$ cat src/hw/rtl/tcc_pkg.sv
// Shared types, codes and constants for the text console with cursor and scroll.
// Used by tcc_front, tcc_queue, tcc_back and text_console_cursor_scroll.
`default_nettype none

package tcc_pkg;

  // default screen geometry
  localparam int COLUMNS_DEF = 80;
  localparam int ROWS_DEF    = 25;

  // depth of the queue between front and back
  localparam int QUEUE_DEPTH = 4;

  // widths that hold the largest supported geometry
  localparam int COL_MAX_W = 7;
  localparam int ROW_MAX_W = 6;
  localparam int COL_SUM_W = 8;

  // cell contents
  localparam logic [15:0] BLANK_CELL = 16'h0020;

  // character codes
  localparam logic [7:0] CH_BACKSPACE = 8'h08;
  localparam logic [7:0] CH_TAB       = 8'h09;
  localparam logic [7:0] CH_NEWLINE   = 8'h0A;
  localparam logic [7:0] CH_RETURN    = 8'h0D;
  localparam logic [7:0] CH_SPACE     = 8'h20;

  // request modes
  localparam logic [1:0] MODE_PUT   = 2'd0;
  localparam logic [1:0] MODE_WRITE = 2'd1;
  localparam logic [1:0] MODE_READ  = 2'd2;
  localparam logic [1:0] MODE_CLEAR = 2'd3;

  // back-end operations
  localparam logic [1:0] OP_NONE  = 2'd0;
  localparam logic [1:0] OP_WRITE = 2'd1;
  localparam logic [1:0] OP_READ  = 2'd2;
  localparam logic [1:0] OP_CLEAR = 2'd3;

  // configuration register indexes
  localparam int CFG_IDX_W = 1;
  localparam logic [CFG_IDX_W-1:0] CFG_ATTR = 1'b0;
  localparam logic [CFG_IDX_W-1:0] CFG_TAB  = 1'b1;

  // configuration reset values
  localparam logic [7:0] ATTR_RESET = 8'd7;
  localparam logic [6:0] TAB_RESET  = 7'd8;

  typedef struct packed {
    logic [1:0] mode;
    logic [7:0] char_code;
    logic [6:0] col;
    logic [4:0] row;
  } in_t;

  typedef struct packed {
    logic [15:0] cell_value;
    logic [6:0]  cursor_col;
    logic [4:0]  cursor_row;
    logic        scrolled;
  } out_t;

  // one classified request handed from front to back
  typedef struct packed {
    logic [1:0]           op;
    logic                 scroll;
    logic                 read_ok;
    logic [COL_MAX_W-1:0] col;
    logic [ROW_MAX_W-1:0] row;
    logic [15:0]          data;
    out_t                 res;
  } entry_t;

  // back-end status seen by the top level
  typedef struct packed {
    logic init;
    logic sweeping;
  } bk_status_t;

endpackage

`default_nettype wire

$ cat src/hw/rtl/tcc_front.sv
// Front end: owns the cursor, decodes each request and classifies it into a
// back-end operation. Depends on tcc_pkg.
`default_nettype none

module tcc_front #(
  parameter int COLUMNS = tcc_pkg::COLUMNS_DEF,
  parameter int ROWS    = tcc_pkg::ROWS_DEF
) (
  input  wire logic          clk,
  input  wire logic          rst,
  input  wire logic          accept,
  input  wire tcc_pkg::in_t  cmd,
  input  wire logic [7:0]    text_attribute,
  input  wire logic [6:0]    tab_advance,
  output tcc_pkg::entry_t    entry
);
  import tcc_pkg::*;

  localparam int CW = $clog2(COLUMNS);
  localparam int RW = $clog2(ROWS);

  logic [CW-1:0] cur_col, cur_col_next;
  logic [RW-1:0] cur_row, cur_row_next;

  logic [COL_SUM_W-1:0] col_n;
  logic [RW:0]          row_n;
  logic                 scroll;
  logic                 in_range;

  // cursor update and classification
  always_comb begin
    col_n        = COL_SUM_W'(cur_col);
    row_n        = (RW+1)'(cur_row);
    scroll       = 1'b0;
    in_range     = (cmd.col < COLUMNS) && (cmd.row < ROWS);
    entry        = '0;
    entry.op     = OP_NONE;
    entry.col    = COL_MAX_W'(cur_col);
    entry.row    = ROW_MAX_W'(cur_row);
    entry.data   = {text_attribute, cmd.char_code};
    cur_col_next = cur_col;
    cur_row_next = cur_row;

    case (cmd.mode)
      MODE_PUT: begin
        if (cmd.char_code == CH_BACKSPACE) begin
          if (cur_col != '0) begin
            col_n      = COL_SUM_W'(cur_col) - 1'b1;
            entry.op   = OP_WRITE;
            entry.col  = COL_MAX_W'(cur_col - 1'b1);
            entry.data = {text_attribute, CH_SPACE};
          end
        end else if (cmd.char_code == CH_RETURN) begin
          col_n = '0;
        end else if (cmd.char_code == CH_NEWLINE) begin
          col_n = '0;
          row_n = row_n + 1'b1;
        end else if (cmd.char_code == CH_TAB) begin
          col_n = col_n + COL_SUM_W'(tab_advance);
        end else if (cmd.char_code >= CH_SPACE) begin
          entry.op = OP_WRITE;
          col_n    = col_n + 1'b1;
        end
        // wrap past the last column
        if (col_n >= COL_SUM_W'(COLUMNS)) begin
          col_n = '0;
          row_n = row_n + 1'b1;
        end
        // scroll past the last row
        if (row_n >= (RW+1)'(ROWS)) begin
          scroll = 1'b1;
          row_n  = (RW+1)'(ROWS - 1);
        end
        cur_col_next = CW'(col_n);
        cur_row_next = RW'(row_n);
      end
      MODE_WRITE: begin
        if (in_range) begin
          entry.op = OP_WRITE;
        end
        entry.col = COL_MAX_W'(cmd.col);
        entry.row = ROW_MAX_W'(cmd.row);
      end
      MODE_READ: begin
        entry.op      = OP_READ;
        entry.read_ok = in_range;
        entry.col     = COL_MAX_W'(cmd.col);
        entry.row     = ROW_MAX_W'(cmd.row);
      end
      default: begin
        entry.op     = OP_CLEAR;
        cur_col_next = '0;
        cur_row_next = '0;
      end
    endcase

    entry.scroll         = scroll;
    entry.res.cell_value = '0;
    entry.res.cursor_col = 7'(cur_col_next);
    entry.res.cursor_row = 5'(cur_row_next);
    entry.res.scrolled   = scroll;
  end

  // cursor registers
  always_ff @(posedge clk) begin
    if (rst) begin
      cur_col <= '0;
      cur_row <= '0;
    end else if (accept) begin
      cur_col <= cur_col_next;
      cur_row <= cur_row_next;
    end
  end

endmodule

`default_nettype wire

$ cat config.mk
export PLATFORM = sky130hd
export DESIGN_NAME = tcc_front
export DESIGN_NICKNAME = d
export VERILOG_FILES = /design/src/hw/rtl/tcc_pkg.sv /design/src/hw/rtl/tcc_front.sv
export SDC_FILE = /design/constraint.sdc
export NUM_CORES = 1
export LEC_CHECK = 0
export ABC_AREA = 1
export ABC_CLOCK_PERIOD_IN_PS = 8200
export BUFFER_PORTS_ARGS = -buffer_cell sky130_fd_sc_hd__buf_2
export CORE_ASPECT_RATIO = 1.25
export CORE_MARGIN = 4
export CORE_UTILIZATION = 54
export CTS_CLUSTER_SIZE = 30
export DETAILED_ROUTE_END_ITERATION = 16
export PLACE_DENSITY = 0.88
export SLEW_MARGIN = 40
export SYNTH_ARGS = -nofsm -noshare
export SYNTH_HDL_FRONTEND = slang
export SYNTH_SLANG_ARGS = --single-unit
$ cat constraint.sdc
create_clock -name clk -period 8.2 [get_ports clk]
set_input_delay 1.64 -clock clk [delete_from_list [all_inputs] [get_ports clk]]
set_output_delay 1.64 -clock clk [all_outputs]
set_load 0.005 [all_outputs]
==> flow_summary.rst <==
.. list-table::
   :header-rows: 1

   * - Metric
     - Value
   * - Max layer used
     - met4
   * - Number of buffers inserted for hold repair after clock tree synthesis
     - 0
   * - Met2 Routed Length
     - 3240 microns
   * - EDFF count, synth
     - 0
   * - Sum Neg Setup Slack
     - 0 ns
   * - Kind of start point of the critical path
     - input port
   * - Slowest-stage cell, CP
     - sky130_fd_sc_hd__or2_0
   * - Worst hold path depth
     - 4
   * - Violation count after the first detailed-route iteration
     - 127
   * - Pwr dens
     - 93.4 nW/um^2
   * - FF+latch count, synth
     - 12
   * - WHS Endpoint
     - cur_row[2]
   * - Fin crit share
     - 70.4%
   * - Yosys warning count
     - 0
   * - Overall via count from detail_route
     - 2685
   * - Slew margin rel.
     - 60.8%
   * - Worst Min Path Start
     - cur_row[2]
   * - Die X-Extent
     - 68.6 microns
   * - Final core utilization
     - 61.7%
   * - Crit-path cells
     - buf_2 -> nor2_4 -> nand2_2 -> nor2_2 -> nand2_2 -> or2_0 -> o21ai_2 -> inv_1 -> ha_1 -> nor3b_2 -> xor2_1 -> nand2_1 -> nand2_1 -> nor2_2 -> nand2_2 -> a21oi_1 -> buf_2
   * - Worst R2R Setup Slack
     - 5.34 ns
   * - Post-synthesis cell area
     - 2480 sq um
   * - Clock H-tree levels
     - 1
   * - Area taken by multi-input logic gates
     - 1810 sq um
   * - Share of async-settable or async-resettable flops after synthesis
     - 0%
   * - Unique cell type count in the Yosys netlist
     - 48
   * - Wire length of the first global-routing pass
     - 10500 microns
   * - Clock net sink count
     - 12
   * - Family with the most delay on the worst path
     - simple AND/OR/NAND/NOR gates
   * - Actual slew at the worst max-slew pin
     - 0.589 ns
   * - Port Buf Inserts
     - 68
   * - Required arrival time at the worst endpoint
     - 6.56 ns
   * - Number of gates given a new drive strength after cts
     - 0
   * - Run status
     - completed
   * - Critical path start-end classification
     - input port to output pin
   * - Pre-antenna DRT Iters
     - 5
   * - Fraction of final layout cells with drive strength greater than 1
     - 28.0%
   * - Clock latency on the worst-skew pair
     - 0.25 ns
   * - Filler-free cell count of the finished design
     - 501
   * - Count of antenna diodes in the layout
     - 0
   * - Worst Path Arrival
     - 4.13 ns
   * - DRC violation count after routing
     - 0
   * - Final setup violation count
     - 0
   * - Worst flop-to-flop path startpoint
     - cur_col[0]
   * - Register clock-pin slew on the reported worst setup and hold paths
     - 0.06 ns
   * - Post-DP HPWL
     - 5390 microns
   * - Max-capacitance violation count
     - 0
   * - Layout-stage area growth over the synthesis result
     - 10.1%
   * - Total number of cells along the worst setup path
     - 17
   * - Core region area
     - 4430 sq um
   * - Number of cells traversed by the worst register-to-register path
     - 15
   * - Cell area after layout
     - 2730 sq um
   * - Number of placement rows
     - 27
   * - TritonCTS Buffers
     - 3
   * - Shortest period the worst path allows
     - 5.77 ns
   * - WL per Instance
     - 12.9 microns
   * - Via/cell ratio
     - 5.36
   * - Highest fanout seen on the critical path
     - 14
   * - Die footprint
     - 5750 sq um
   * - Final Skew
     - 0.000948 ns
   * - Number of global-route vias before repair
     - 2516
   * - Setup repair after global routing missed its margin
     - false
   * - Kind of end point of the critical path
     - output pin
   * - Syn Area/Cell
     - 6.22 sq um
   * - Reg2reg end
     - cur_col[5]
   * - Total routing resource utilization after global routing
     - 22.3%
   * - Root buffer selected by CTS
     - sky130_fd_sc_hd__clkbuf_8
   * - Class of the tightest hold or removal check
     - register to register
   * - Area occupied by registers
     - 240 sq um
   * - Count of pins over their slew limit
     - 0
   * - Cell count after placement
     - 497
   * - Leakage power
     - 1.49 nW
   * - Count of fill cells added during filler insertion
     - 438
   * - Sum of overflow across all layers after global routing
     - 0
   * - Instance area after placement
     - 2680 sq um
   * - Detailed-routing wirelength on met1
     - 2640 microns
   * - Routed wire length on met3
     - 481 microns
   * - Main flop type after synthesis
     - sky130_fd_sc_hd__dfxtp_1
   * - Worst vdd ir
     - 0.0000900 V
   * - Final RePlAce weighted congestion
     - 0.947
   * - Post-synthesis sequential area ratio
     - 9.68%
   * - Pin count of the biggest net entering global routing
     - 22
   * - Clock Tree Buf Depth
     - 2
   * - Number of routed nets with antenna violations
     - 0
   * - Clock tree from TritonCTS
     - yes
   * - I/O Pins
     - 102
   * - Max Clk Rate
     - 173 MHz
   * - Buffers inserted by post-CTS timing repair
     - 0
   * - CP max stage delay
     - 0.24 ns
   * - Cell occurring most often along the worst timing path
     - sky130_fd_sc_hd__nand2_2
   * - Number of hold-slack violations in the final timing report
     - 0
   * - Starting utilization of the core area
     - 56.1%
   * - Die Y-Extent
     - 83.8 microns
   * - Post-Route WL
     - 6470 microns
   * - Instance count of the mapped netlist
     - 399
   * - Count of buffer and inverter cells on the critical path
     - 3
   * - Initial antenna violation count
     - 0
   * - # nets final
     - 500
==> where the power goes <==
group	total, W	internal, W	switching [W]
logic	0.000120	0.0000456	0.0000744
clock network	0.0000669	0.0000425	0.0000244
registers	0.0000680	0.0000621	0.00000598
==> cell families (layout without fill, tap and decap cells) <==
logic type,after synthesis,after routing,share of synthesized area (%)
compound gates,91,91,23.0
xor+xnor,9,9,3.18
fa+ha+maj,16,16,8.37
buf+inv,101,129,19.8
flops,12,12,9.68
other cells,1,17,0.151
simple gates,169,169,35.8
==> routing by layer <==
metal / track usage, % / up-vias
met3: 2.43 / 14
met4: 6.15 / 0
met2: 39.8 / 116
li1: - / 1367
met1: 26.8 / 1188
met5: 0 / -
==> worst max path at each step <==
stage	startpoint	endpoint
final	cmd[18]	entry[59]
after global routing	cmd[18]	entry[0]
after global placement	cmd[18]	entry[59]
after CTS	cmd[18]	entry[0]
after detailed placement	cmd[18]	entry[0]
after floorplan	tab_advance[0]	entry[0]
==> cells in the mapped netlist, drive strengths merged, types with 2 or more instances <==
| cell | n | area (sq um) |
|---|---|---|
| a22oi | 7 | 66.3 |
| nand3 | 34 | 203 |
| buf | 31 | 229 |
| and2 | 2 | 12.5 |
| ha | 15 | 188 |
| clkbuf | 13 | 48.8 |
| a21oi | 32 | 171 |
| o21ai | 38 | 224 |
| xor2 | 8 | 70.1 |
| nor3 | 7 | 61.3 |
| nand3b | 2 | 15.0 |
| o2111ai | 2 | 17.5 |
| o211ai | 6 | 45.0 |
| nand2 | 91 | 400 |
| dfxtp | 12 | 240 |
| inv | 56 | 210 |
| nor2 | 26 | 145 |
| nand4 | 4 | 25.0 |
==> layout by cell type (no fill, tap or decap), types with 2 or more instances in the layout <==
cell type / count
sky130_fd_sc_hd__nor2_1: 17
sky130_fd_sc_hd__a22oi_1: 6
sky130_fd_sc_hd__buf_2: 68
sky130_fd_sc_hd__ha_1: 15
sky130_fd_sc_hd__o2111ai_1: 2
sky130_fd_sc_hd__nand3_1: 29
sky130_fd_sc_hd__o211ai_1: 6
sky130_fd_sc_hd__nor2_2: 4
sky130_fd_sc_hd__conb_1: 17
sky130_fd_sc_hd__nand3_2: 4
sky130_fd_sc_hd__a21oi_1: 31
sky130_fd_sc_hd__nand2_2: 14
sky130_fd_sc_hd__and2_1: 2
sky130_fd_sc_hd__o21ai_1: 6
sky130_fd_sc_hd__dfxtp_1: 12
sky130_fd_sc_hd__o21ai_0: 25
sky130_fd_sc_hd__clkbuf_8: 4
sky130_fd_sc_hd__nand4_1: 4
sky130_fd_sc_hd__nor3_2: 3
sky130_fd_sc_hd__nor2_4: 5
sky130_fd_sc_hd__nand3b_1: 2
sky130_fd_sc_hd__inv_1: 48
sky130_fd_sc_hd__nand2_1: 75
sky130_fd_sc_hd__nor3_1: 3
sky130_fd_sc_hd__o21ai_2: 6
sky130_fd_sc_hd__xor2_1: 8
sky130_fd_sc_hd__inv_2: 8
==> stage by stage <==
stage / total power, W / hold slack (ns) / setup WS [ns]
after floorplan: 0.000159 / 0.564 / 2.93
after global placement: 0.000185 / 0.639 / 2.54
after detailed placement: 0.000187 / 0.634 / 2.48
after CTS: 0.000254 / 0.642 / 2.46
after global routing: 0.000274 / 0.684 / 2.23
final: 0.000255 / 0.642 / 2.43
==> state kept, by name, indices dropped and copies added (netlist names) <==
register	cells
cur_col	7
cur_row	5
==> worst reg2reg max path, delay by kind of cell, from the launching register on <==
| family | cells | cell delay (ns) |
|---|---|---|
| and+or+nand+nor | 8 | 0.80 |
| buffers and inverters | 2 | 0.13 |
| adders and majority gates | 2 | 0.62 |
| DFF | 1 | 0.47 |
| AOI/OAI and AO/OA | 3 | 0.78 |
==> final cells by class <==
type	instances	area share (%)
Multi-Input combinational cell	302	66.2
Timing Repair Buffer	68	12.5
Sequential cell	12	8.80
Inverter	57	7.83
Tap cell	58	2.66
Clock buffer	4	2.02
(Power assumes the default switching activity.)
