`config.mk`:
```
export PLATFORM = sky130hd
export DESIGN_NAME = tcc_queue
export DESIGN_NICKNAME = d
export VERILOG_FILES = /design/src/hw/rtl/tcc_pkg.sv /design/src/hw/rtl/tcc_queue.sv
export SDC_FILE = /design/constraint.sdc
export NUM_CORES = 1
export LEC_CHECK = 0
export BUFFER_PORTS_ARGS = -buffer_cell sky130_fd_sc_hd__buf_2
export CAP_MARGIN = 5
export CORE_UTILIZATION = 50
export DETAILED_ROUTE_END_ITERATION = 8
export HOLD_SLACK_MARGIN = 0.03
export PLACE_DENSITY = 0.74
export SYNTH_ARGS = -nofsm -noshare
export SYNTH_HDL_FRONTEND = slang
export SYNTH_SLANG_ARGS = --single-unit
```
`constraint.sdc`:
```
create_clock -name clk -period 2.65 [get_ports clk]
set_clock_uncertainty 0.15 [all_clocks]
set_input_delay 0.53 -clock clk [delete_from_list [all_inputs] [get_ports clk]]
set_output_delay 0.53 -clock clk [all_outputs]
set_load 0.05 [all_outputs]
```
`src/hw/rtl/tcc_pkg.sv`:
```
// Shared types, codes and constants for the text console with cursor and scroll.
// Used by tcc_front, tcc_queue, tcc_back and text_console_cursor_scroll.
`default_nettype none

package tcc_pkg;

  // default screen geometry
  localparam int COLUMNS_DEF = 80;
  localparam int ROWS_DEF    = 25;

  // depth of the queue between front and back
  localparam int QUEUE_DEPTH = 4;

  // widths that hold the largest supported geometry
  localparam int COL_MAX_W = 7;
  localparam int ROW_MAX_W = 6;
  localparam int COL_SUM_W = 8;

  // cell contents
  localparam logic [15:0] BLANK_CELL = 16'h0020;

  // character codes
  localparam logic [7:0] CH_BACKSPACE = 8'h08;
  localparam logic [7:0] CH_TAB       = 8'h09;
  localparam logic [7:0] CH_NEWLINE   = 8'h0A;
  localparam logic [7:0] CH_RETURN    = 8'h0D;
  localparam logic [7:0] CH_SPACE     = 8'h20;

  // request modes
  localparam logic [1:0] MODE_PUT   = 2'd0;
  localparam logic [1:0] MODE_WRITE = 2'd1;
  localparam logic [1:0] MODE_READ  = 2'd2;
  localparam logic [1:0] MODE_CLEAR = 2'd3;

  // back-end operations
  localparam logic [1:0] OP_NONE  = 2'd0;
  localparam logic [1:0] OP_WRITE = 2'd1;
  localparam logic [1:0] OP_READ  = 2'd2;
  localparam logic [1:0] OP_CLEAR = 2'd3;

  // configuration register indexes
  localparam int CFG_IDX_W = 1;
  localparam logic [CFG_IDX_W-1:0] CFG_ATTR = 1'b0;
  localparam logic [CFG_IDX_W-1:0] CFG_TAB  = 1'b1;

  // configuration reset values
  localparam logic [7:0] ATTR_RESET = 8'd7;
  localparam logic [6:0] TAB_RESET  = 7'd8;

  typedef struct packed {
    logic [1:0] mode;
    logic [7:0] char_code;
    logic [6:0] col;
    logic [4:0] row;
  } in_t;

  typedef struct packed {
    logic [15:0] cell_value;
    logic [6:0]  cursor_col;
    logic [4:0]  cursor_row;
    logic        scrolled;
  } out_t;

  // one classified request handed from front to back
  typedef struct packed {
    logic [1:0]           op;
    logic                 scroll;
    logic                 read_ok;
    logic [COL_MAX_W-1:0] col;
    logic [ROW_MAX_W-1:0] row;
    logic [15:0]          data;
    out_t                 res;
  } entry_t;

  // back-end status seen by the top level
  typedef struct packed {
    logic init;
    logic sweeping;
  } bk_status_t;

endpackage

`default_nettype wire

```
`src/hw/rtl/tcc_queue.sv`:
```
// Small register queue of classified requests between front and back.
// Depends on tcc_pkg for the entry type.
`default_nettype none

module tcc_queue #(
  parameter int DEPTH = tcc_pkg::QUEUE_DEPTH
) (
  input  wire logic             clk,
  input  wire logic             rst,
  input  wire logic             push,
  input  wire tcc_pkg::entry_t  push_entry,
  input  wire logic             pop,
  output tcc_pkg::entry_t       head,
  output logic                  full,
  output logic                  empty
);
  import tcc_pkg::*;

  localparam int PW = (DEPTH > 1) ? $clog2(DEPTH) : 1;
  localparam int NW = $clog2(DEPTH + 1);

  entry_t        slots [DEPTH];
  logic [PW-1:0] rd_ptr, wr_ptr;
  logic [NW-1:0] count;

  assign head  = slots[rd_ptr];
  assign full  = (count == NW'(DEPTH));
  assign empty = (count == '0);

  // entry storage
  always_ff @(posedge clk) begin
    if (push) begin
      slots[wr_ptr] <= push_entry;
    end
  end

  // pointers and fill count
  always_ff @(posedge clk) begin
    if (rst) begin
      rd_ptr <= '0;
      wr_ptr <= '0;
      count  <= '0;
    end else begin
      if (push) begin
        wr_ptr <= (wr_ptr == PW'(DEPTH - 1)) ? '0 : wr_ptr + 1'b1;
      end
      if (pop) begin
        rd_ptr <= (rd_ptr == PW'(DEPTH - 1)) ? '0 : rd_ptr + 1'b1;
      end
      if (push && !pop) begin
        count <= count + 1'b1;
      end else if (pop && !push) begin
        count <= count - 1'b1;
      end
    end
  end

endmodule

`default_nettype wire

```
==> results of run 1 <==
==> layout by cell type, fill, tap and decap left out, types with 2 or more instances in the layout <==
cell	netlist	final
dfxtp_1	9	7
buf_4	0	24
clkbuf_16	0	29
clkinv_1	0	5
a21oi_1	3	3
and2_4	0	4
inv_1	5	5
ha_1	6	6
clkbuf_1	1	5
bufinv_16	0	3
buf_6	1	25
mux2i_1	3	3
nor2_1	6	6
buf_12	6	8
edfxtp_1	248	248
clkinvlp_4	0	5
buf_2	6	90
clkinv_2	0	2
dfxtp_4	0	2
xor2_1	2	2
nor3b_1	3	3
mux4_2	60	61
==> layout make-up <==
| type | instances | area [µm²] | share of cell area (%) |
|---|---|---|---|
| Sequential cell | 257 | 7635 | 65.70 |
| Multi-Input combinational cell | 93 | 1654 | 14.23 |
| Timing Repair Buffer | 151 | 1165 | 10.02 |
| Clock buffer | 32 | 694.4 | 5.975 |
| Tap cell | 229 | 286.5 | 2.466 |
| Clock inverter | 16 | 165.2 | 1.421 |
| Inverter | 5 | 18.77 | 0.1615 |
| Antenna cell | 1 | 2.502 | 0.02153 |
==> cells by family (layout without fill, tap and decap cells) <==
kind of cell / Yosys count / in the layout / share of synthesized area [%]
DFF: 257 / 257 / 80.63
muxes: 65 / 65 / 15.16
buffers and inverters: 19 / 204 / 1.944
and+or+nand+nor: 15 / 15 / 0.8597
adders and majority gates: 7 / 7 / 1.005
AOI/OAI and AO/OA: 4 / 4 / 0.2115
xor gates and xnor gates: 2 / 2 / 0.1852
other: 0 / 1 / 0
==> cells in the mapped netlist <==
cell        n
a21oi_1     3
and2_1      4
buf_12      6
buf_2       6
buf_6       1
clkbuf_1    1
dfxtp_1     9
edfxtp_1  248
fa_1        1
ha_1        6
inv_1       5
mux2i_1     3
mux4_1      2
mux4_2     60
nor2_1      6
nor3_1      1
nor3b_1     3
o21ai_0     1
or3_1       1
xor2_1      2
==> worst reg2reg max path, stage by stage, from the launching register on <==
cell,delay [ps]
dfxtp_1,390
ha_1,170
and2_4,390
buf_4,350
==> report_power, final <==
group | switching, mW | internal [mW] | leakage [nW]
sequential | 0.0538 | 4.63 | 2.35
clock | 1.43 | 2.16 | 0.402
combinational | 0.809 | 0.458 | 1.22
total | 2.29 | 7.25 | 3.98
==> layer usage <==
layer	track usage, %	share of wire, %
met5	0	0.048
met4	4.222	1.7
met3	4.646	7.5
met2	28.25	50
met1	23.29	41
==> state kept, by name, indices dropped and copies added (netlist names), named ones only <==
signal  flops
count       3
rd_ptr      2
slots     248
wr_ptr      2
==> path summary, 6_finish.rpt <==
| kind | cells past startpoint | slack [ps] | start | endpoint |
|---|---|---|---|---|
| max reg2reg | 3 | 870 | wr_ptr[0]$_SDFFE_PP0P_ | slots[1][11]$_DFFE_PP_ |
| min | 1 | 80 | push_entry[34] | slots[1][34]$_DFFE_PP_ |
| max | 4 | 40 | register | head[46] |
| min reg2reg | 2 | 400 | rd_ptr[1]$_SDFFE_PP0P_ | register |
==> timing repair <==
item	4_1_cts	5_1_grt
setup buffers	4	2
pin swaps	0	0
setup endpoints to repair	52	51
gates cloned	0	3
hold buffers	0	0
resized for setup	12	87
==> results by group, run 1 <==
Status
  • Outcome: finished clean

Drt
  • DR pass1 iterations: 4
  • WL per Instance: 21.10 µm
  • Routed Antenna Nets: 0
  • Via Count: 4256
  • Iteration-0 DRC Markers: 215
  • Post-Route WL: 16.54 mm
  • Drt drc: 0
  • Vias/cell: 5.429

Clock network
  • Clk_lat worst skew: 510 ps
  • CTS Sinks: 257
  • H-tree depth: 1
  • Clock-pin slew on the worst setup and hold paths: 60 ps
  • Max Buffers Root-to-Sink: 3
  • Clock root buffer: clkbuf_16
  • CTS tree: done
  • Total CTS buffers: 26

Global route
  • Gr ovfl total: 0
  • Vias in the first global route: 4595
  • Largest net degree at the start of global routing: 37
  • Global Route Usage Sum: 17.25%
  • First-pass GRT wire length: approximately 26 mm
  • Initial antenna violation count: 2

Placement
  • GP Congestion: 0.6905
  • Port bufs: 129
  • Dpl ws: 356.7 ps
  • Cells after DPL: around 730
  • Detail Placement HPWL: 10.09 mm
  • Placed cell area: approximately 10000 µm²

Pwr
  • Pwr Density: roughly 800 nW/µm²
  • Lkg Pwr: 3.977 nW
  • Peak VDD IR: approximately 0.64 mV
  • Total Power: about 9.5 mW

Setup path
  • Crit path max fanout: 4
  • Buf/Inv on CP: 3
  • Startpoint Class: register
  • Crit path cell chain: buf_6 -> buf_4 -> mux4_2 -> buf_2
  • Worst EP required: 1970 ps
  • CP delay by family, top: buffers and inverters
  • Critical path arrival: ~1900 ps
  • Slowest CP cell: mux4_2
  • Max incr delay on CP: 500 ps
  • Crit Path Class: reg2out
  • Worst Setup End Kind: output port

Synth
  • Top-area cell type share of the netlist area: 78.73%
  • Synth area leader: edfxtp_1
  • Syn Nets: 442
  • Post-synth cell types: 20
  • Syn Inst Count: 369
  • Synth area leaders: edfxtp_1 79%, mux4_2 14%, dfxtp_1 1.9%, buf_12 1.3%, ha_1 0.79%
  • Netlist area before placement: 9459 µm²
  • Seq/Total Area, Yosys: about four fifths
  • Synth Area per Inst: 25.63 µm²
  • Yosys warning count: 0
  • Number of synthesized register bits: 257

Timing
  • Slew @ Worst Pin: 386.6 ps
  • Final-report hold violation count: 0
  • Setup repair after global routing missed its margin: yes
  • Max Fclk: 0.3837 GHz
  • Slew Viols, Final: 0
  • Period minus WS final: about 2600 ps
  • Max_slew headroom: roughly three quarters
  • Final Setup Violations: 0
  • Worst Hold Slack: about 80 ps
  • Fin Setup TNS: 0 ps
  • Tcrit/Tclk final: 98.36%
  • Setup WS post-layout: 43.46 ps

Final layout
  • Design area: roughly 12000 µm²
  • Final Instance Count excl. Fillers: between 700 and 800
  • Share of layout cells above drive strength 1: 46.21%
  • Post-layout util: 63.61%
  • Nets@finish: ~600
  • Area Growth Syn to Fin: 22.86%
  • Fillers: between 1000 and 1500

Floorplan
  • Core area: approximately 18000 µm²
  • IO Count: 130
  • Die Area: 19470 µm²
  • Initial Util: 51.77%
  • # rows: 49
  • Die width: 139.5 µm
  • Vert. Die Dim: 139.5 µm

Hold path
  • Min-Delay Path Class: in2reg

Run
  • Max Cap Viol: 0
Power figures use the tool's default switching activity.
==> run 2: changes to the inputs <==
- CORE_UTILIZATION: 50 -> 51
- PLACE_DENSITY: 0.74 -> 0.75
==> run 2 against run 1 <==
The run now ends with design-rule violations left. Clock-buffer cell count down 1. Utilization up 0.61 points. Sequential share of layout area about the same. Cell area about the same. Wire length up 2.1%. Clock power down 15%. Flip-flop and latch count unchanged. Non-clock buffer count up 2. Sequential power about the same. Total power down 5.0%. Final cell count unchanged. Critical path depth down 1.
==> results by group, run 2 (synthesis gave the netlist of run 1 again) <==
Final layout
  • Area Growth Syn to Fin: 22.78%
  • Most frequent cells in the layout: 248 x edfxtp_1, 80 x buf_2, 61 x mux4_2, 35 x buf_6, 27 x clkbuf_16
  • Largest regs: slots: 248 flops, count: 3 flops
  • Multi-input logic area: 1654 µm²
  • Reg with most FFs: slots
  • Max FFs per register: 248
  • Post-layout util: 64.21%
  • Commonest non-fill, non-tap cell in the layout: edfxtp_1
  • Share of layout cells above drive strength 1: approximately 46%
  • Nets@finish: 608
  • Register Area: between 7000 and 8000 µm²
  • Fillers: 1181

Setup path
  • RR Endpoint: slots[3][59]$_DFFE_PP_
  • Crit Path Class: reg2out
  • Buf/Inv on CP: 2
  • Max incr delay on CP: 500 ps
  • Worst Setup End Kind: output port
  • Slowest CP cell: mux4_2
  • Worst R2R Start: wr_ptr[0]$_SDFFE_PP0P_
  • Cell depth of the worst flop-to-flop path: 3
  • Critical path arrival: 1920 ps
  • Flop-to-flop setup slack: 900 ps
  • Crit path cell chain: bufbuf_16 -> mux4_2 -> buf_4
  • CP delay by family, top: buffers and inverters
  • Startpoint Class: register
  • Crit path max fanout: 8
  • Worst EP required: just under 2000 ps

Drt
  • Routed Antenna Nets: 0
  • Routed wl met2: 8.499 mm
  • Via Count: 4323
  • Vias/cell: 5.514
  • WL per Instance: ~22 µm
  • Drt drc: 40
  • Top Layer Used: met5
  • Iteration-0 DRC Markers: 289
  • DR pass1 iterations: 6
  • Metal-1 WL: roughly 7.1 mm
  • Post-Route WL: about 17 mm
  • Met3 wire len: 955 µm

Timing
  • Slew Viols, Final: 0
  • Tcrit/Tclk final: 98.07%
  • Final Setup Violations: 0
  • Max_slew headroom: 76.22%
  • Final-report hold violation count: 0
  • Slew @ Worst Pin: 356.6 ps
  • Max Fclk: 0.3848 GHz
  • Fin Setup TNS: 0 ps
  • Period minus WS final: 2599 ps
  • Setup repair after global routing missed its margin: yes

Run
  • Max Cap Viol: 0

Clock network
  • Total CTS buffers: 25
  • CTS Sinks: between 200 and 300
  • Clock-pin slew on the worst setup and hold paths: 60 ps
  • Clock root buffer: clkbuf_16
  • CTS tree: done
  • Clk_lat worst skew: ~500 ps
  • Max Buffers Root-to-Sink: 3
  • H-tree depth: 1

Placement
  • Detail Placement HPWL: between 10 and 15 mm
  • GP Congestion: 0.7315
  • Port bufs: 129

Pwr
  • Internal: 6.856 mW
  • Pwr Density: 780.6 nW/µm²
  • Sw power: around 2.2 mW
  • Share of total power in sequential cells: 51.7%
  • Power share of the combinational group: 14.5%
  • Peak VDD IR: ~0.6 mV
  • Sw Share: 24.37%
  • Clock power share: 33.7%
  • Lkg Pwr: 3.983 nW

Floorplan
  • Die width: 138.2 µm
  • IO Count: 130
  • # rows: between 40 and 50
  • Vert. Die Dim: 138.2 µm
  • Core area: about 18000 µm²
  • Initial Util: 52.30%
  • Die Area: around 19000 µm²

Hold path
  • Hold_sp: push_entry[34]
  • Min-Delay Path Class: in2reg
  • Hold Path Stages: 1
  • Min-Delay Endpoint: slots[1][34]$_DFFE_PP_

Global route
  • Largest net degree at the start of global routing: 42
  • Initial antenna violation count: 3
  • Vias in the first global route: 4787
  • Global Route Usage Sum: 18.21%
  • First-pass GRT wire length: 26.41 mm
  • Gr ovfl total: 0

Status
  • Outcome: complete, but fails checks
  • Failing checks: design-rule violations
-- run 2: final cells by class --
type                    count  area share (%)
inverters                   5          0.1616
clock inverters            13          0.5064
multi-input cells          93           14.24
repair buffers            153           11.24
diodes                      3         0.06464
well taps                 229           2.467
clock buffers              31           5.581
flip-flops and latches    257           65.74
-- run 2: through the flow --
step           std cells  setup slack, ps  hold WS (ps)  total power, mW  cell area (µm²)
3_3_place_gp         728            367.2         325.9            5.906            10480
3_5_place_dp         728            360.7         364.4            5.945            10480
2_1_floorplan        369            62.91         310.3            5.619             9459
4_1_cts              779          -0.8074         69.70            9.078            11420
6_report             784            51.08         87.60            9.065            11610
5_1_grt              783           -35.76         73.43            9.361            11610
-- run 2: timing repair --
| action | 4_1_cts | 5_1_grt |
|---|---|---|
| gates cloned | 1 | 2 |
| gates resized for setup | 46 | 55 |
| hold buffers | 0 | 0 |
| endpoints found under the setup margin | 52 | 54 |
| setup buffers | 6 | 0 |
-- run 2: layer usage --
layer | GRT usage (%) | vias up
li1 | - | 1911
met1 | 24.03 | 2257
met2 | 30.26 | 128
met3 | 4.330 | 25
met4 | 5.914 | 2
met5 | 0 | -
-- run 2: how the worst max path moves through the flow --
stage	from	end	slack, ps	depth (start not counted)
2_1_floorplan	wr_ptr[0]$_SDFFE_PP0P_	slots[3][0]$_DFFE_PP_	60	2
3_3_place_gp	register	head[42]	370	3
3_5_place_dp	register	head[32]	360	3
4_1_cts	register	head[30]	-0.8	4
5_1_grt	register	head[48]	-40	3
6_report	register	head[35]	50	3
-- run 2: power groups by stage --
stage / clock [mW] / combinational [mW] / sequential, mW
CTS: 3.12 / 1.26 / 4.69
detailed placement: 0 / 1.15 / 4.79
finish: 3.06 / 1.32 / 4.69
global placement: 0 / 1.13 / 4.78
global route: 3.28 / 1.38 / 4.70
floorplan: 0 / 0.863 / 4.76
==> run 3: changes to the inputs <==
- BUFFER_PORTS_ARGS: -buffer_cell sky130_fd_sc_hd__buf_2 -> default
- CORE_UTILIZATION: 51 -> 55
- DONT_BUFFER_PORTS: default -> 1
- PLACE_DENSITY: 0.75 -> 0.73
- clock period: 2.65 -> 2.2 ns (I/O delays scaled with it)
==> run 3 against run 2 <==
The flow finishes with violations (negative setup slack). Critical path depth stayed put. Largest power group unchanged. Critical endpoint is now head[56]. Via count down 4.8%. Combinational power is 5% higher. Wire length is 1.7% lower.
==> results by group, run 3 (synthesis gave the netlist of run 1 again) <==
Final layout
  • Fillers: 1033
  • Largest regs: slots: 248 flops, count: 3 flops
  • Multi-input logic area: 1659 µm²
  • Area Growth Syn to Fin: 21.50%
  • Nets@finish: 552
  • Reg with most FFs: slots
  • Most frequent cells in the layout: 248 x edfxtp_1, 66 x dlygate4sd3_1, 61 x mux4_2, 26 x clkbuf_16, 15 x buf_12
  • Register Area: 7635 µm²
  • Share of layout cells above drive strength 1: 26.76%
  • Max FFs per register: 248
  • Commonest non-fill, non-tap cell in the layout: edfxtp_1

Pwr
  • Pwr Density: 966.7 nW/µm²
  • Total Power: between 10 and 15 mW
  • Lkg Pwr: around 3.7 nW
  • Peak VDD IR: 1.041 mV

Timing
  • Max Fclk: 0.4114 GHz
  • Tcrit/Tclk final: 110.5%
  • Final-report hold violation count: 0
  • Max_slew headroom: roughly 70%
  • Slew @ Worst Pin: 432.3 ps
  • Period minus WS final: 2430 ps
  • Setup repair after global routing missed its margin: yes
  • Fin Setup TNS: -12070 ps
  • Final Setup Violations: 62
  • Setup WS post-layout: -230.4 ps
  • Slew Viols, Final: 0

Drt
  • WL per Instance: 23.13 µm
  • DR pass1 iterations: 4
  • Drt drc: 0
  • Via Count: ~4100
  • Routed Antenna Nets: 0
  • Vias/cell: roughly 5.7
  • Post-Route WL: between 15 and 20 mm
  • Iteration-0 DRC Markers: 255

Hold path
  • Min-Delay Path Class: in2reg
  • Hold_sp: pop
  • Hold Path Stages: 3

Floorplan
  • # rows: 47
  • Vert. Die Dim: about 130 µm
  • Die width: 133.1 µm
  • IO Count: 130
  • Initial Util: 56.64%
  • Core area: around 17000 µm²
  • Die Area: 17730 µm²

Setup path
  • CP delay by family, top: multiplexers
  • Critical path arrival: 1840 ps
  • Crit path cell chain: buf_4 -> clkbuf_16 -> mux4_2
  • Cell depth of the worst flop-to-flop path: 5
  • Worst R2R Start: wr_ptr[0]$_SDFFE_PP0P_
  • Crit Path Class: reg2out
  • Worst EP required: 1610 ps
  • Flop-to-flop setup slack: 420 ps
  • Buf/Inv on CP: 2
  • Max incr delay on CP: around 660 ps
  • Crit path max fanout: 6
  • Worst Setup End Kind: output port
  • Startpoint Class: register
  • Slowest CP cell: mux4_2
  • RR Endpoint: wr_ptr[1]$_SDFFE_PP0P_

Global route
  • Gr ovfl total: 0
  • Global Route Usage Sum: 19.48%
  • Largest net degree at the start of global routing: 35
  • First-pass GRT wire length: ~26 mm
  • Vias in the first global route: 4450
  • Initial antenna violation count: 2

Clock network
  • CTS Sinks: 257
  • Total CTS buffers: 25
  • Clock-pin slew on the worst setup and hold paths: 60 ps
  • Max Buffers Root-to-Sink: 3
  • H-tree depth: 1
  • CTS tree: done
  • Clk_lat worst skew: 500 ps
  • Clock root buffer: clkbuf_16

Status
  • Outcome: complete, but fails checks
  • Failing checks: negative setup slack

Placement
  • GP Congestion: 0.6866
  • Port bufs: 0
  • Detail Placement HPWL: 10.00 mm

Run
  • Max Cap Viol: 0
==> run 3: changes by cell type in the layout (fill, tap and decap cells not counted), sizes merged <==
cell and delta:
buf -120, dlygate4sd3 +66, bufinv +3, clkinv -3
clkbuf -2, clkinvlp +2, diode -2, bufbuf -1
==> run 3: worst max path at each step <==
| stage | end | slack (ps) | startpoint | cells after the start |
|---|---|---|---|---|
| after CTS | head[21] | -280 | register | 3 |
| after floorplan | full | 110 | count[1]$_SDFFE_PP0P_ | 1 |
| after detailed placement | head[42] | 210 | register | 3 |
| after global placement | head[42] | 210 | register | 3 |
| after global routing | head[21] | -280 | register | 3 |
| final | head[56] | -230 | register | 3 |
==> run 3: area by class of cell <==
type,instances,area share (%)
Inverter,5,0.1633
Multi-Input combinational cell,93,14.44
Timing Repair Buffer,97,9.657
Antenna cell,1,0.02177
Tap cell,220,2.395
Clock buffer,30,5.607
Sequential cell,257,66.43
Clock inverter,15,1.285
==> run 3: metrics by stage <==
step	area, µm²	utilization (%)	setup slack (ps)	hold slack, ps	std cells
2_1_floorplan	9464	-	108.2	310.3	369
3_3_place_gp	9887	59.20	213.4	321.7	596
3_5_place_dp	9887	59.20	213.1	366.0	596
4_1_cts	11450	68.56	-275.2	68.94	714
5_1_grt	11490	68.81	-280.6	114.6	718
6_report	11490	68.81	-230.4	98.76	718
==> run 3: per-layer routing <==
metal,track usage [%],part of all wire (%),up-vias
li1,-,-,1788
met1,25.66,41,2132
met2,32.75,50,165
met3,5.327,7.9,29
met4,4.545,1.5,2
met5,0,0.078,-
==> run 3: timing repair <==
item                                    4_1_cts  5_1_grt
resized for setup                             4        0
hold buffers                                 66        0
buffers inserted                              7        2
endpoints found under the setup margin       62       62
endpoints found under the hold margin       257        0
cloned                                        0        1
==> run 3: worst register-to-register path, delay by kind of cell, from the launching register on <==
kind                     cells  cell delay [ps]
AND/OR/NAND/NOR              1               50
buffers and inverters        2              650
adder cells (fa/ha/maj)      1              300
flip-flops                   1              400
multiplexers                 1              130
==> run 3: power breakdown <==
part           switching (mW)  total [mW]  internal [mW]
registers              0.0634        5.64           5.58
clock network            1.65        4.08           2.43
logic                   0.941        1.38          0.444
total                    2.66        11.1           8.45
